`src/rtl/json_string_escaper_utf8_assert.svh`:
```
// ---------------------------------------------------------------------------
// Assertion macros for the JSON string escaper
// Each macro expects clk and rst_n in the scope where it is used.
// ---------------------------------------------------------------------------
`ifndef JSON_STRING_ESCAPER_UTF8_ASSERT_SVH
`define JSON_STRING_ESCAPER_UTF8_ASSERT_SVH

// Same-cycle implication
`define JSE_ASSERT_IMP(label, ante, cons) \
    label: assert property (@(posedge clk) disable iff (!rst_n) (ante) |-> (cons)) \
        else $error("%m: implication check failed");

// Next-cycle implication
`define JSE_ASSERT_NXT(label, ante, cons) \
    label: assert property (@(posedge clk) disable iff (!rst_n) (ante) |=> (cons)) \
        else $error("%m: next-cycle check failed");

`endif

```
`src/rtl/jse_pkg.sv`:
```
// ---------------------------------------------------------------------------
// jse_pkg
// Shared types and constants of the JSON string escaper.
// ---------------------------------------------------------------------------
package jse_pkg;

    localparam logic [7:0] CHAR_QUOTE  = 8'h22;
    localparam logic [7:0] CHAR_BSLASH = 8'h5C;
    localparam logic [7:0] CHAR_U      = 8'h75;
    localparam logic [7:0] CHAR_F      = 8'h66;
    localparam logic [7:0] CHAR_D      = 8'h64;
    localparam logic [7:0] CHAR_ZERO   = 8'h30;

    // Length of the replacement escape text
    localparam logic [2:0] REPL_LEN  = 3'd6;
    localparam logic [2:0] REPL_LAST = REPL_LEN - 3'd1;

    // Code point limits
    localparam logic [20:0] CP_MIN2     = 21'h00080;
    localparam logic [20:0] CP_MIN3     = 21'h00800;
    localparam logic [20:0] CP_SURR_LO  = 21'h0D800;
    localparam logic [20:0] CP_SURR_HI  = 21'h0DFFF;
    localparam logic [20:0] CP_MIN4     = 21'h10000;
    localparam logic [20:0] CP_MAX      = 21'h10FFFF;

    // Everything one input byte produces, in output order:
    // opening quote, replacement escapes, core text, closing quote.
    typedef struct packed {
        logic            open;
        logic [2:0]      repl;
        logic [2:0]      core_len;
        logic [5:0][7:0] core;
        logic            close;
    } jse_run_t;

endpackage

```
`src/rtl/jse_encode.sv`:
```
// ---------------------------------------------------------------------------
// jse_encode
// UTF-8 sequence tracking and escape selection for one byte; produces the
// run descriptor and holds the pending multi-byte sequence.
// ---------------------------------------------------------------------------
`include "json_string_escaper_utf8_assert.svh"

module jse_encode (
    input  logic              clk,
    input  logic              rst_n,
    input  logic              take,
    input  logic [7:0]        in_byte,
    input  logic              first_byte,
    input  logic              last_byte,
    output jse_pkg::jse_run_t run
);
    import jse_pkg::*;

    localparam logic [7:0] CTRL_BS = 8'h08;
    localparam logic [7:0] CTRL_HT = 8'h09;
    localparam logic [7:0] CTRL_LF = 8'h0A;
    localparam logic [7:0] CTRL_FF = 8'h0C;
    localparam logic [7:0] CTRL_CR = 8'h0D;
    localparam logic [7:0] CHAR_B  = 8'h62;
    localparam logic [7:0] CHAR_T  = 8'h74;
    localparam logic [7:0] CHAR_N  = 8'h6E;
    localparam logic [7:0] CHAR_R  = 8'h72;

    function automatic logic [7:0] hex_digit(input logic [3:0] n);
        logic [7:0] d;
        if (n < 4'd10)
        begin
            d = CHAR_ZERO + {4'd0, n};
        end
        else
        begin
            d = 8'h57 + {4'd0, n};
        end
        return d;
    endfunction

    logic [7:0]  held_reg [3];
    logic [1:0]  held_cnt_reg;
    logic [1:0]  held_cnt_next;
    logic [1:0]  need_reg;
    logic [1:0]  need_next;
    logic        held_we;
    logic [1:0]  held_waddr;

    logic [1:0]  held_eff;
    logic [1:0]  need_eff;
    logic        is_cont;
    logic        complete;
    logic [2:0]  seq_len;
    logic [20:0] cp;
    logic        seq_ok;
    logic [2:0]  lead_len;

    // A first mark drops any pending sequence without output
    assign held_eff = first_byte ? 2'd0 : held_cnt_reg;
    assign need_eff = first_byte ? 2'd0 : need_reg;
    assign is_cont  = (in_byte[7:6] == 2'b10);
    assign complete = (need_eff <= 2'd1) || (held_eff == 2'd3);
    assign seq_len  = {1'b0, held_eff} + 3'd1;

    always_comb
    begin
        if (in_byte[7:5] == 3'b110)
        begin
            lead_len = 3'd2;
        end
        else if (in_byte[7:4] == 4'b1110)
        begin
            lead_len = 3'd3;
        end
        else if (in_byte[7:3] == 5'b11110)
        begin
            lead_len = 3'd4;
        end
        else
        begin
            lead_len = 3'd0;
        end
    end

    always_comb
    begin
        case (held_eff)
            2'd1:    cp = {10'd0, held_reg[0][4:0], in_byte[5:0]};
            2'd2:    cp = {5'd0, held_reg[0][3:0], held_reg[1][5:0], in_byte[5:0]};
            default: cp = {held_reg[0][2:0], held_reg[1][5:0], held_reg[2][5:0],
                           in_byte[5:0]};
        endcase
        case (held_eff)
            2'd1:    seq_ok = (cp >= CP_MIN2);
            2'd2:    seq_ok = (cp >= CP_MIN3) && !((cp >= CP_SURR_LO) && (cp <= CP_SURR_HI));
            default: seq_ok = (cp >= CP_MIN4) && (cp <= CP_MAX);
        endcase
    end

    always_comb
    begin
        run           = '0;
        held_cnt_next = held_cnt_reg;
        need_next     = need_reg;
        held_we       = 1'b0;
        held_waddr    = 2'd0;
        run.open      = first_byte;

        if ((held_eff != 2'd0) && is_cont)
        begin
            if (complete)
            begin
                held_cnt_next = 2'd0;
                need_next     = 2'd0;
                if (seq_ok)
                begin
                    run.core_len = seq_len;
                    run.core[0]  = held_reg[0];
                    run.core[1]  = (held_eff == 2'd1) ? in_byte : held_reg[1];
                    run.core[2]  = (held_eff == 2'd2) ? in_byte : held_reg[2];
                    run.core[3]  = in_byte;
                end
                else
                begin
                    run.repl = seq_len;
                end
            end
            else
            begin
                held_we       = 1'b1;
                held_waddr    = held_eff;
                held_cnt_next = held_eff + 2'd1;
                need_next     = need_eff - 2'd1;
            end
        end
        else
        begin
            // Flush whatever was held, then treat the byte on its own
            held_cnt_next = 2'd0;
            need_next     = 2'd0;
            run.repl      = {1'b0, held_eff};
            if ((in_byte == CHAR_QUOTE) || (in_byte == CHAR_BSLASH))
            begin
                run.core_len = 3'd2;
                run.core[0]  = CHAR_BSLASH;
                run.core[1]  = in_byte;
            end
            else if (in_byte[7:5] == 3'b000)
            begin
                run.core[0] = CHAR_BSLASH;
                run.core_len = 3'd2;
                case (in_byte)
                    CTRL_BS: run.core[1] = CHAR_B;
                    CTRL_FF: run.core[1] = CHAR_F;
                    CTRL_LF: run.core[1] = CHAR_N;
                    CTRL_CR: run.core[1] = CHAR_R;
                    CTRL_HT: run.core[1] = CHAR_T;
                    default:
                    begin
                        run.core_len = 3'd6;
                        run.core[1]  = CHAR_U;
                        run.core[2]  = CHAR_ZERO;
                        run.core[3]  = CHAR_ZERO;
                        run.core[4]  = hex_digit(in_byte[7:4]);
                        run.core[5]  = hex_digit(in_byte[3:0]);
                    end
                endcase
            end
            else if (!in_byte[7])
            begin
                run.core_len = 3'd1;
                run.core[0]  = in_byte;
            end
            else if (lead_len >= 3'd2)
            begin
                held_we       = 1'b1;
                held_waddr    = 2'd0;
                held_cnt_next = 2'd1;
                need_next     = lead_len[1:0] - 2'd1;
            end
            else
            begin
                run.repl = run.repl + 3'd1;
            end
        end

        // End of string: flush a cut-off sequence, then close
        if (last_byte)
        begin
            run.repl      = run.repl + {1'b0, held_cnt_next};
            run.close     = 1'b1;
            held_cnt_next = 2'd0;
            need_next     = 2'd0;
        end
    end

    always_ff @(posedge clk or negedge rst_n)
    begin
        if (!rst_n)
        begin
            held_cnt_reg <= 2'd0;
            need_reg     <= 2'd0;
        end
        else if (take)
        begin
            held_cnt_reg <= held_cnt_next;
            need_reg     <= need_next;
        end
    end

    always_ff @(posedge clk)
    begin
        if (take && held_we)
        begin
            held_reg[held_waddr] <= in_byte;
        end
    end

    `JSE_ASSERT_IMP(a_held_has_need, held_cnt_reg != 2'd0, need_reg != 2'd0)
    `JSE_ASSERT_IMP(a_idle_no_need, held_cnt_reg == 2'd0, need_reg == 2'd0)

endmodule

```
`src/rtl/jse_serial.sv`:
```
// ---------------------------------------------------------------------------
// jse_serial
// Output serializer: walks one run descriptor and emits it a byte per
// transfer.
// ---------------------------------------------------------------------------
`include "json_string_escaper_utf8_assert.svh"

module jse_serial (
    input  logic              clk,
    input  logic              rst_n,
    input  logic              load,
    input  jse_pkg::jse_run_t run,
    output logic              ready,
    output logic              out_valid,
    input  logic              out_stall,
    output logic [7:0]        out_byte,
    output logic              run_end,
    output logic              string_end
);
    import jse_pkg::*;

    typedef enum logic [1:0] {
        PH_OPEN,
        PH_REPL,
        PH_CORE,
        PH_CLOSE
    } phase_t;

    function automatic logic [7:0] repl_char(input logic [2:0] idx);
        logic [7:0] ch;
        case (idx)
            3'd1:    ch = CHAR_U;
            3'd2:    ch = CHAR_F;
            3'd3:    ch = CHAR_F;
            3'd4:    ch = CHAR_F;
            3'd5:    ch = CHAR_D;
            default: ch = CHAR_BSLASH;
        endcase
        return ch;
    endfunction

    jse_run_t   run_reg;
    phase_t     phase_reg;
    phase_t     start_phase;
    logic       busy_reg;
    logic [2:0] repl_left_reg;
    logic [2:0] sub_reg;
    logic [2:0] core_idx_reg;
    logic       xfer;
    logic       done;

    assign out_valid = busy_reg;
    assign xfer      = busy_reg && !out_stall;
    assign done      = xfer && run_end;
    assign ready     = !busy_reg || done;

    always_comb
    begin
        if (run.open)
        begin
            start_phase = PH_OPEN;
        end
        else if (run.repl != 3'd0)
        begin
            start_phase = PH_REPL;
        end
        else if (run.core_len != 3'd0)
        begin
            start_phase = PH_CORE;
        end
        else
        begin
            start_phase = PH_CLOSE;
        end
    end

    always_comb
    begin
        string_end = 1'b0;
        case (phase_reg)
            PH_OPEN:
            begin
                out_byte = CHAR_QUOTE;
                run_end  = (run_reg.repl == 3'd0) && (run_reg.core_len == 3'd0)
                           && !run_reg.close;
            end
            PH_REPL:
            begin
                out_byte = repl_char(sub_reg);
                run_end  = (sub_reg == REPL_LAST) && (repl_left_reg == 3'd1)
                           && (run_reg.core_len == 3'd0) && !run_reg.close;
            end
            PH_CORE:
            begin
                out_byte = run_reg.core[core_idx_reg];
                run_end  = (core_idx_reg == run_reg.core_len - 3'd1) && !run_reg.close;
            end
            default:
            begin
                out_byte   = CHAR_QUOTE;
                run_end    = 1'b1;
                string_end = 1'b1;
            end
        endcase
    end

    always_ff @(posedge clk or negedge rst_n)
    begin
        if (!rst_n)
        begin
            busy_reg      <= 1'b0;
            run_reg       <= '0;
            phase_reg     <= PH_OPEN;
            repl_left_reg <= 3'd0;
            sub_reg       <= 3'd0;
            core_idx_reg  <= 3'd0;
        end
        else if (load)
        begin
            busy_reg      <= 1'b1;
            run_reg       <= run;
            phase_reg     <= start_phase;
            repl_left_reg <= run.repl;
            sub_reg       <= 3'd0;
            core_idx_reg  <= 3'd0;
        end
        else if (done)
        begin
            busy_reg <= 1'b0;
        end
        else if (xfer)
        begin
            // advance to the next byte of the run
            case (phase_reg)
                PH_OPEN:
                begin
                    if (run_reg.repl != 3'd0)
                    begin
                        phase_reg <= PH_REPL;
                    end
                    else if (run_reg.core_len != 3'd0)
                    begin
                        phase_reg <= PH_CORE;
                    end
                    else
                    begin
                        phase_reg <= PH_CLOSE;
                    end
                end
                PH_REPL:
                begin
                    if (sub_reg != REPL_LAST)
                    begin
                        sub_reg <= sub_reg + 3'd1;
                    end
                    else if (repl_left_reg != 3'd1)
                    begin
                        sub_reg       <= 3'd0;
                        repl_left_reg <= repl_left_reg - 3'd1;
                    end
                    else if (run_reg.core_len != 3'd0)
                    begin
                        phase_reg <= PH_CORE;
                    end
                    else
                    begin
                        phase_reg <= PH_CLOSE;
                    end
                end
                PH_CORE:
                begin
                    if (core_idx_reg != run_reg.core_len - 3'd1)
                    begin
                        core_idx_reg <= core_idx_reg + 3'd1;
                    end
                    else
                    begin
                        phase_reg <= PH_CLOSE;
                    end
                end
                default:
                begin
                    phase_reg <= PH_CLOSE;
                end
            endcase
        end
    end

    `JSE_ASSERT_IMP(a_close_ends_run, out_valid && string_end, run_end)
    `JSE_ASSERT_NXT(a_run_continues, out_valid && !out_stall && !run_end, out_valid)

endmodule

```
`src/rtl/json_string_escaper_utf8.sv`:
```
// ---------------------------------------------------------------------------
// json_string_escaper_utf8
// Quotes and escapes a byte string as JSON text with UTF-8 validation.
// ---------------------------------------------------------------------------
// Input channel: in_valid / in_stall with in_byte, first_byte, last_byte.
// Output channel: out_valid / out_stall with out_byte, run_end, string_end.
// A transfer happens on a rising edge with valid high and stall low.
// An accepted byte sits in the input register, where the escape logic and
// the UTF-8 tracker turn it into a run of 0 to 25 output bytes. The
// serializer loads each run from the input register and emits one byte per
// cycle while out_stall is low, so a byte that yields one result sustains
// one input transfer per cycle; a byte that yields N results holds the input
// until its run is out. Bytes of an unfinished multi-byte sequence yield no
// results of their own.
// run_end marks the last byte of each run; string_end the closing quote.
// While out_stall is high the output byte holds and one more input byte
// can still be taken into the input register; further input then stalls.
// Reset drops any held sequence, the pending input and the current run.
// ---------------------------------------------------------------------------
module json_string_escaper_utf8 (
    input  logic       clk,
    input  logic       rst_n,
    input  logic       in_valid,
    output logic       in_stall,
    input  logic [7:0] in_byte,
    input  logic       first_byte,
    input  logic       last_byte,
    output logic       out_valid,
    input  logic       out_stall,
    output logic [7:0] out_byte,
    output logic       run_end,
    output logic       string_end
);
    import jse_pkg::*;

    logic       in_valid_reg;
    logic [7:0] in_byte_reg;
    logic       first_reg;
    logic       last_reg;
    logic       ser_ready;
    logic       move;
    logic       run_nonempty;
    jse_run_t   run;

    assign move         = in_valid_reg && ser_ready;
    assign in_stall     = in_valid_reg && !move;
    assign run_nonempty = run.open || run.close || (run.repl != 3'd0)
                          || (run.core_len != 3'd0);

    always_ff @(posedge clk or negedge rst_n)
    begin
        if (!rst_n)
        begin
            in_valid_reg <= 1'b0;
        end
        else if (in_valid && !in_stall)
        begin
            in_valid_reg <= 1'b1;
        end
        else if (move)
        begin
            in_valid_reg <= 1'b0;
        end
    end

    always_ff @(posedge clk)
    begin
        if (in_valid && !in_stall)
        begin
            in_byte_reg <= in_byte;
            first_reg   <= first_byte;
            last_reg    <= last_byte;
        end
    end

    jse_encode u_encode (
        .clk        (clk),
        .rst_n      (rst_n),
        .take       (move),
        .in_byte    (in_byte_reg),
        .first_byte (first_reg),
        .last_byte  (last_reg),
        .run        (run)
    );

    // Runs with no output bytes retire without reaching the serializer
    jse_serial u_serial (
        .clk        (clk),
        .rst_n      (rst_n),
        .load       (move && run_nonempty),
        .run        (run),
        .ready      (ser_ready),
        .out_valid  (out_valid),
        .out_stall  (out_stall),
        .out_byte   (out_byte),
        .run_end    (run_end),
        .string_end (string_end)
    );

endmodule
```
`config.mk`:
```
export PLATFORM = sky130hd
export DESIGN_NAME = json_string_escaper_utf8
export DESIGN_NICKNAME = d
export VERILOG_FILES = /design/src/rtl/jse_pkg.sv /design/src/rtl/jse_encode.sv /design/src/rtl/jse_serial.sv /design/src/rtl/json_string_escaper_utf8.sv
export VERILOG_INCLUDE_DIRS = /design/src /design/src/rtl
export SDC_FILE = /design/constraint.sdc
export NUM_CORES = 1
export LEC_CHECK = 0
export ABC_AREA = 1
export BUFFER_PORTS_ARGS = -buffer_cell sky130_fd_sc_hd__buf_2
export CAP_MARGIN = 40
export CORE_UTILIZATION = 29
export CTS_CLUSTER_DIAMETER = 50
export DETAILED_ROUTE_END_ITERATION = 10
export HOLD_SLACK_MARGIN = 0.1
export PLACE_DENSITY = 0.45
export SYNTH_ARGS = -nofsm -noshare
export SYNTH_HDL_FRONTEND = slang
export SYNTH_SLANG_ARGS = --single-unit
```
`constraint.sdc`:
```
create_clock -name clk -period 4.7 [get_ports clk]
set_clock_uncertainty 0.05 [all_clocks]
set_input_delay 0.47 -clock clk [delete_from_list [all_inputs] [get_ports clk]]
set_output_delay 0.47 -clock clk [all_outputs]
set_load 0.01 [all_outputs]
```
After elaboration in Yosys (flattened, before gate mapping)
Memory sizes are Yosys's and may differ from the RTL's. Index checks and enable logic that the tools add are counted.

Bits in registers: 82. Bits in writable memories: 24. Output and inout port bits: 12. Word-level logic and storage cells: 227. Memories: 1.

Memory list: u_encode.held_reg (depth 3, bits a word 8, rd ports 3, clocked after Yosys merged registers in 0, wr ports 1, RTL line jse_encode.sv:42) `logic [7:0] held_reg [3];`.

Add/subtract/negate cells: 13. Magnitude comparators: 11. Eq/ne operators: 31. Muxes and demuxes: 98. Reduce and logical (&&, ||, !) cells: 53.

Operators by type and width (count): $mux W32 (4); $mux W3 (29); $mux W2 (26); $mux W8 (6); $pmux W21 S2 (1); $eq A8 B4 Y1 const B (5); $mux W40 (1); $mux W35 (1); $mux W16 (2); $pmux W5 S5 (1); $bmux W8 S3 (1); $ge A21 B12 Y1 const B (1); $ge A21 B16 Y1 const B (1); $ge A21 B17 Y1 const B (1); $ge A21 B8 Y1 const B (1); $le A21 B16 Y1 const B (1); $le A21 B21 Y1 const B (1); $mux W1 (18); $pmux W6 S3 (1); $logic_and A1 B1 Y1 (17); $add A7 B4 Y8 const A (2); $pmux W8 S2 (1); $reduce_bool A2 Y1 (8); $reduce_bool A3 Y1 (5); 39 further kinds (71).

Logic depth before layout (Yosys ltp)
Depth in word-level cells: 19. Gate-level depth with buffers: 34. Gate-level depth less buffers: 31.

Cells and area by module
From an unflattened synthesis, not the netlist that was laid out.

Cells, all modules: 899. Area, all modules: 6572.6 um^2.

Modules (own cells, without submodules): jse_serial (instances 1, cells each 467, area an instance 3518.4 um^2, seq. area each 1676.6 um^2); jse_encode (instances 1, cells each 405, area an instance 2666.3 um^2, seq. area each 820.8 um^2); json_string_escaper_utf8 (instances 1, cells each 27, area an instance 387.9 um^2, seq. area each 325.3 um^2).

Least setup slack after synthesis
Ideal clock, no wire load.

Kind: register -> register. Start point: register first_reg. End point: register u_serial.run_reg[2] (netlist name). Library setup time: 125 ps. Arrival: 3933 ps. Data required time: 4525 ps. Setup slack: 592 ps. Stages on the path, launching flop included: 31. Path buffers: 4. Clock period less this slack: 4108 ps. Cells stage by stage: edfxtp_1 > nor2_1 > inv_1 > ha_1 > buf_6 > inv_4 > buf_6 > nand2_1 > o21ai_2 > nand2_1 > nor3_2 > nor2_1 > o21ai_0 > nand2_1 > nand2_2 > nand3_2 > nand2_2 > buf_6 > nand2_2 > nand2_1 > ha_1 > inv_1 > fa_1 > nand2_1 > o21ai_1 > nand4_4 > nand2_2 > nand2_4 > buf_2 > nand3_1 > nand3_1.

Cells in the longest elaborated chain, start to end: 17. Elaborated cells between the ends (all ways): 44. Those cells by class: add/sub: 3; order compare: 7; eq/ne: 3; mux: 18; reduce/logical: 13.

RTL lines: start, declared (RTL line json_string_escaper_utf8.sv:38) `logic first_reg;`; start signal, assigned (RTL line json_string_escaper_utf8.sv:71) `first_reg <= first_byte;`; $mux W2 (RTL line jse_encode.sv:60) `assign held_eff = first_byte ? 2'd0 : held_cnt_reg;`; $eq A2 B2 Y1 or $eq A2 B1 Y1 (tied branches) (RTL line jse_encode.sv:88, jse_encode.sv:94); $pmux W21 S2 (RTL line jse_encode.sv:88) `case (held_eff)`; $ge A21 B16 Y1 or $le A21 B16 Y1 (tied branches) (RTL line jse_encode.sv:96) `2'd2: seq_ok = (cp >= CP_MIN3) && !((cp >= CP_SURR_LO) && (cp <= CP_SURR_HI));`; $logic_and A1 B1 Y1 (RTL line jse_encode.sv:96); $logic_not A1 Y1 (RTL line jse_encode.sv:96); $logic_and A1 B1 Y1 (RTL line jse_encode.sv:96); $pmux W1 S2 (RTL line jse_encode.sv:94) `case (held_eff)`; $mux W3 (RTL line jse_encode.sv:116) `if (seq_ok)`; $mux W6 (RTL line jse_encode.sv:112) `if (complete)`; $mux W6 (RTL line jse_encode.sv:110) `if ((held_eff != 2'd0) && is_cont)`; $add A3 B2 Y3 (RTL line jse_encode.sv:191) `run.repl = run.repl + {1'b0, held_cnt_next};`; $mux W3 (RTL line jse_encode.sv:189) `if (last_byte)`; $reduce_bool A3 Y1 (RTL line json_string_escaper_utf8.sv:47) `assign run_nonempty = run.open || run.close || (run.repl != 3'd0)`; $logic_or A1 B1 Y1 (RTL line json_string_escaper_utf8.sv:47); $logic_or A1 B1 Y1 (RTL line json_string_escaper_utf8.sv:48) `|| (run.core_len != 3'd0);`; $logic_and A1 B1 Y1 (RTL line json_string_escaper_utf8.sv:90) `.load (move && run_nonempty),`; end signal, assigned (RTL line jse_serial.sv:121) `run_reg <= run;`; end, declared (RTL line jse_serial.sv:42) `jse_run_t run_reg;`.

Several ways; a longest one is shown, not always the timed one. A chain may end at the register's enable or synchronous reset.

Worst setup path in the final report
Start point: register u_encode.held_cnt_reg[0]. End point: register u_serial.run_reg[19] (netlist name).

Cells in the longest elaborated chain, start to end: 17. Elaborated cells between the ends (all ways): 42. Those cells by class: add/sub: 3; order compare: 6; eq/ne: 3; mux: 18; reduce/logical: 12.

RTL lines: start, declared (RTL line jse_encode.sv:43) `logic [1:0] held_cnt_reg;`; start signal, assigned (RTL line jse_encode.sv:207) `held_cnt_reg <= held_cnt_next;`; $mux W2 * (RTL line jse_encode.sv:60); $eq A2 B2 Y1 or $eq A2 B1 Y1 (tied branches) (RTL line jse_encode.sv:88, jse_encode.sv:94, jse_encode.sv:121); $pmux W21 S2 (RTL line jse_encode.sv:88); $ge A21 B16 Y1 or $le A21 B16 Y1 (tied branches) (RTL line jse_encode.sv:96); $logic_and A1 B1 Y1 (RTL line jse_encode.sv:96); $logic_not A1 Y1 (RTL line jse_encode.sv:96); $logic_and A1 B1 Y1 (RTL line jse_encode.sv:96); $pmux W1 S2 (RTL line jse_encode.sv:94); $mux W3 (RTL line jse_encode.sv:116); $mux W6 (RTL line jse_encode.sv:112); $mux W6 (RTL line jse_encode.sv:110); $add A3 B2 Y3 (RTL line jse_encode.sv:191); $mux W3 (RTL line jse_encode.sv:189); $reduce_bool A3 Y1 (RTL line json_string_escaper_utf8.sv:47); $logic_or A1 B1 Y1 (RTL line json_string_escaper_utf8.sv:47); $logic_or A1 B1 Y1 (RTL line json_string_escaper_utf8.sv:48); $logic_and A1 B1 Y1 (RTL line json_string_escaper_utf8.sv:90).

Mark *: on every way between the ends. The rest lies on a longest branch, timed or not.

==> flow_results.org <==
** Layout
- Compared with the post-synthesis result, the final layout area differs by 13.5%.
- The register with the most flip-flops in the layout has 53 of them.
- Most used cells in the layout excluding fill and tap cells :: sky130_fd_sc_hd__nand2_1, sky130_fd_sc_hd__inv_1, sky130_fd_sc_hd__dfrtp_1
- The number of antenna diodes in the final layout is 0.
- Final Net Count :: 883
- Proportion of layout cells with a drive suffix above 1 :: 11.1%
- With fillers left out, the area of the finished cells amounts to 7120 µm².
- Number of fill cells in the layout :: 2275
- The library cell used most frequently in the layout, excluding fill and tap cells, is sky130_fd_sc_hd__nand2_1.

** GRT
- The number of global-route vias before repair came to 5045.
- For this run, the total global-route usage over all layers was measured as 17.1%.
- Antenna violations before repair :: 0
- Wire length of the first global-routing pass :: 28.8 mm
- Maximum number of pins on one net before global-route repair :: 49
- Congestion Overflow GR :: 0

** STA
- Peak Freq :: 230 MHz
- Post-layout min period :: 4350 ps
- Period utilisation layout :: 92.5%
- Final Max Tran Viols :: 0
- Final-report setup violation count :: 0
- At the pin with the least slew margin, the transition time is 627 ps.
- Summed over all failing endpoints, the final setup total negative slack is 0 ps.
- The worst pin sits at a relative slew slack of 58.2%.
- The total count of hold-check failures in the final report is 0.
- Once routing completed, OpenROAD measured the worst setup slack at 352 ps.

** Critical path
- The setup path with the least slack is of type register to register.
- By instance count, the cell type seen most on the critical path is sky130_fd_sc_hd__nand2_1.
- Critical Path AT :: 4580 ps
- Crit path largest cell delay :: 530 ps
- The largest individual stage delay along the critical path comes from the cell sky130_fd_sc_hd__ha_1.
- Setup slack on the worst reg-to-reg path comes out at 350 ps.
- Largest fanout of any net on the critical path :: 33
- Setup crit end kind :: register
- The worst setup path is launched from a register.
- Required @ worst endpoint :: 4930 ps

** Run
- Max-cap violations in this run came to 0.

** Placed design
- Setup Slack @ Placement :: 115 ps
- At the end of routability-driven placement, the weighted congestion stood at 0.859.
- The wire-length estimate of the detail-placed layout is 13.5 mm.
- Count of input and output buffers :: 25
- Placed cell areas :: 6770 µm²

** Detailed routing
- The final layout contains routed wiring with a total length of 18.2 mm.
- Drt drc :: 0
- The count of nets left with antenna violations once routing finished came out at 0.
- After detailed routing, the average wire length per cell comes to 16.1 µm.
- First drt pass iteration count :: 5
- The detailed router finished its first iteration with 299 violations.
- After detailed routing, the number of vias per cell comes to 4.73.
- The detailed router placed 5320 vias in this run.

** Logic synthesis
- During synthesis, Yosys emitted a total of 0 warnings.
- Syn Std Cell Area :: 6280 µm²
- Async set or reset register ratio after synthesis :: 67.3%
- Synthesized area divided by synthesized cell count :: 7.71 µm²
- Netlist cell types :: 43
- When the netlist entered floorplanning its net count stood at 852.
- Number of flops mapped to enable cells by yosys :: 34
- Part of the Yosys area used for sequential elements :: 44.2%
- Among all flip-flop cells after synthesis, the most frequent one is sky130_fd_sc_hd__dfrtp_1.
- In this run, synthesis produced a sequential element count of 104.
- Synthesis handed over a netlist of 814 instances.

** Die
- Core Area :: 21100 µm²
- Effective utilization at floorplan :: 29.8%
- Die boundary height :: 149 µm
- The floorplan has 53 rows.
- Top-level I/O count :: 26
- Measured along the x axis, the die boundary spans 149 µm.
- The die covers 22200 µm².

** Clocking
- Number of clock buffers inserted by TritonCTS :: 9
- The cell sitting at the root of the clock tree is a sky130_fd_sc_hd__clkbuf_16.
- Maximum clock insertion buffer count :: 2
- Number of buffers inserted by post-CTS setup repair :: 0
- CTS tree :: built
- Clock transition at the registers of the reported paths :: 70 ps
- The later pin in the worst-skew pair is clocked with a latency of 360 ps.
- CTS H-Tree Depth :: 3
- Counting every sink on the clock net gives 104.

** Power
- Worst vdd rail ir drop :: 209 µV
- Standby leakage power :: 3.25 nW
- For this design the ratio of total power to cell area is 536 nW/µm².

** Run status
- Status :: finished, final reports clean

** Worst hold path
- In this run the worst hold path is classified as primary input to register.
-- cell type report --
type                            instances  area [µm²]  area share (%)
Clock buffer                            9         225            3.16
Clock inverter                          7        68.8           0.966
Inverter                              109         412            5.78
Multi-Input combinational cell        572        2940            41.2
Sequential cell                       104        2770            38.9
Tap cell                              275         344            4.83
Timing Repair Buffer                   49         363            5.10
-- metrics by stage --
stage / cells / hold slack, ps / total power, mW / util, %
3_5_place_dp: 1108 / 356 / 3.06 / 32.1
6_report: 1125 / 238 / 3.81 / 33.8
4_1_cts: 1125 / 225 / 3.84 / 33.6
2_1_floorplan: 814 / 124 / 2.53 / -
3_3_place_gp: 1107 / 407 / 3.05 / 32.0
5_1_grt: 1125 / 221 / 4.14 / 33.8
-- path summary, 6_finish.rpt --
path,endpoint,startpoint,cells after the start
min in group asynchronous,u_serial.run_reg[39]$_DFFE_PN0P_,rst_n,2
min reg2reg,u_serial.run_reg[21]$_DFFE_PN0P_,u_serial.run_reg[21]$_DFFE_PN0P_,2
min,last_reg$_DFFE_PP_,last_byte,1
max reg2reg,u_serial.run_reg[19]$_DFFE_PN0P_,u_encode.held_cnt_reg[0]$_DFFE_PN0P_,26
max,u_serial.run_reg[19]$_DFFE_PN0P_,u_encode.held_cnt_reg[0]$_DFFE_PN0P_,26
max in group asynchronous,u_serial.run_reg[1]$_DFFE_PN0P_,rst_n,3
-- Yosys cell counts, types with 2 or more instances --
cell type,number,area [µm²]
sky130_fd_sc_hd__dfrtp_1,70,1750
sky130_fd_sc_hd__ha_1,23,288
sky130_fd_sc_hd__nor3_1,12,60.1
sky130_fd_sc_hd__nand3_1,51,255
sky130_fd_sc_hd__inv_1,108,405
sky130_fd_sc_hd__nand4_1,8,50.1
sky130_fd_sc_hd__nand3b_1,4,30.0
sky130_fd_sc_hd__buf_6,4,45.0
sky130_fd_sc_hd__buf_4,8,60.1
sky130_fd_sc_hd__or2_2,6,37.5
sky130_fd_sc_hd__nor2_1,70,263
sky130_fd_sc_hd__nor2_2,2,12.5
sky130_fd_sc_hd__edfxtp_1,34,1020
sky130_fd_sc_hd__a21oi_1,30,150
sky130_fd_sc_hd__clkbuf_1,8,30.0
sky130_fd_sc_hd__xor2_1,6,52.6
sky130_fd_sc_hd__nand2_1,211,792
sky130_fd_sc_hd__o21ai_0,54,270
sky130_fd_sc_hd__nor4_1,5,31.3
sky130_fd_sc_hd__nor3_2,3,30.0
sky130_fd_sc_hd__o211ai_1,11,82.6
sky130_fd_sc_hd__o21ai_1,41,205
sky130_fd_sc_hd__o22ai_1,2,12.5
sky130_fd_sc_hd__o21ai_2,3,26.3
sky130_fd_sc_hd__nand2_2,8,50.1
sky130_fd_sc_hd__buf_2,9,45.0
sky130_fd_sc_hd__a221oi_1,2,17.5
sky130_fd_sc_hd__a22oi_1,3,22.5
sky130_fd_sc_hd__a31oi_1,4,25.0
-- logic make-up after synthesis --
group	Yosys count	share of synthesized area, %
and+or+nand+nor	384	26.6
AOI/OAI and AO/OA	157	14.0
buffers and inverters	138	9.43
DFF	104	44.2
adders and majority gates	24	4.90
xor gates and xnor gates	7	0.977
-- power breakdown --
part	leakage, nW	total (mW)	switching, mW	internal [mW]
sequential	1.25	1.28	0.136	1.14
clock	0.136	0.769	0.356	0.413
combinational	1.86	1.77	1.18	0.583
total	3.25	3.81	1.68	2.14
-- per-layer routing --
| metal | vias up | GRT usage [%] | part of all wire (%) |
|---|---|---|---|
| met4 | 0 | 4.64 | 1.4 |
| met1 | 2480 | 23.9 | 48 |
| li1 | 2719 | - | - |
| met3 | 15 | 2.87 | 4.2 |
| met2 | 106 | 27.1 | 46 |
| met5 | - | 0 | 0 |
-- critical path: cells and delay by family (launching register included) --
kind / cells / cell delay [ps]
AND/OR/NAND/NOR: 14 / 1340
adder cells (fa/ha/maj): 3 / 1140
AO/OA/AOI/OAI: 5 / 840
buffers and inverters: 4 / 520
flip-flops: 1 / 360
-- repair_timing --
action / CTS / global route
hold buffers: 1 / 0
endpoints found under the hold margin: 22 / 0
endpoints found under the setup margin: 0 / 57
gates resized for setup: 0 / 11
Note: power is estimated with default switching activity, not from simulation.
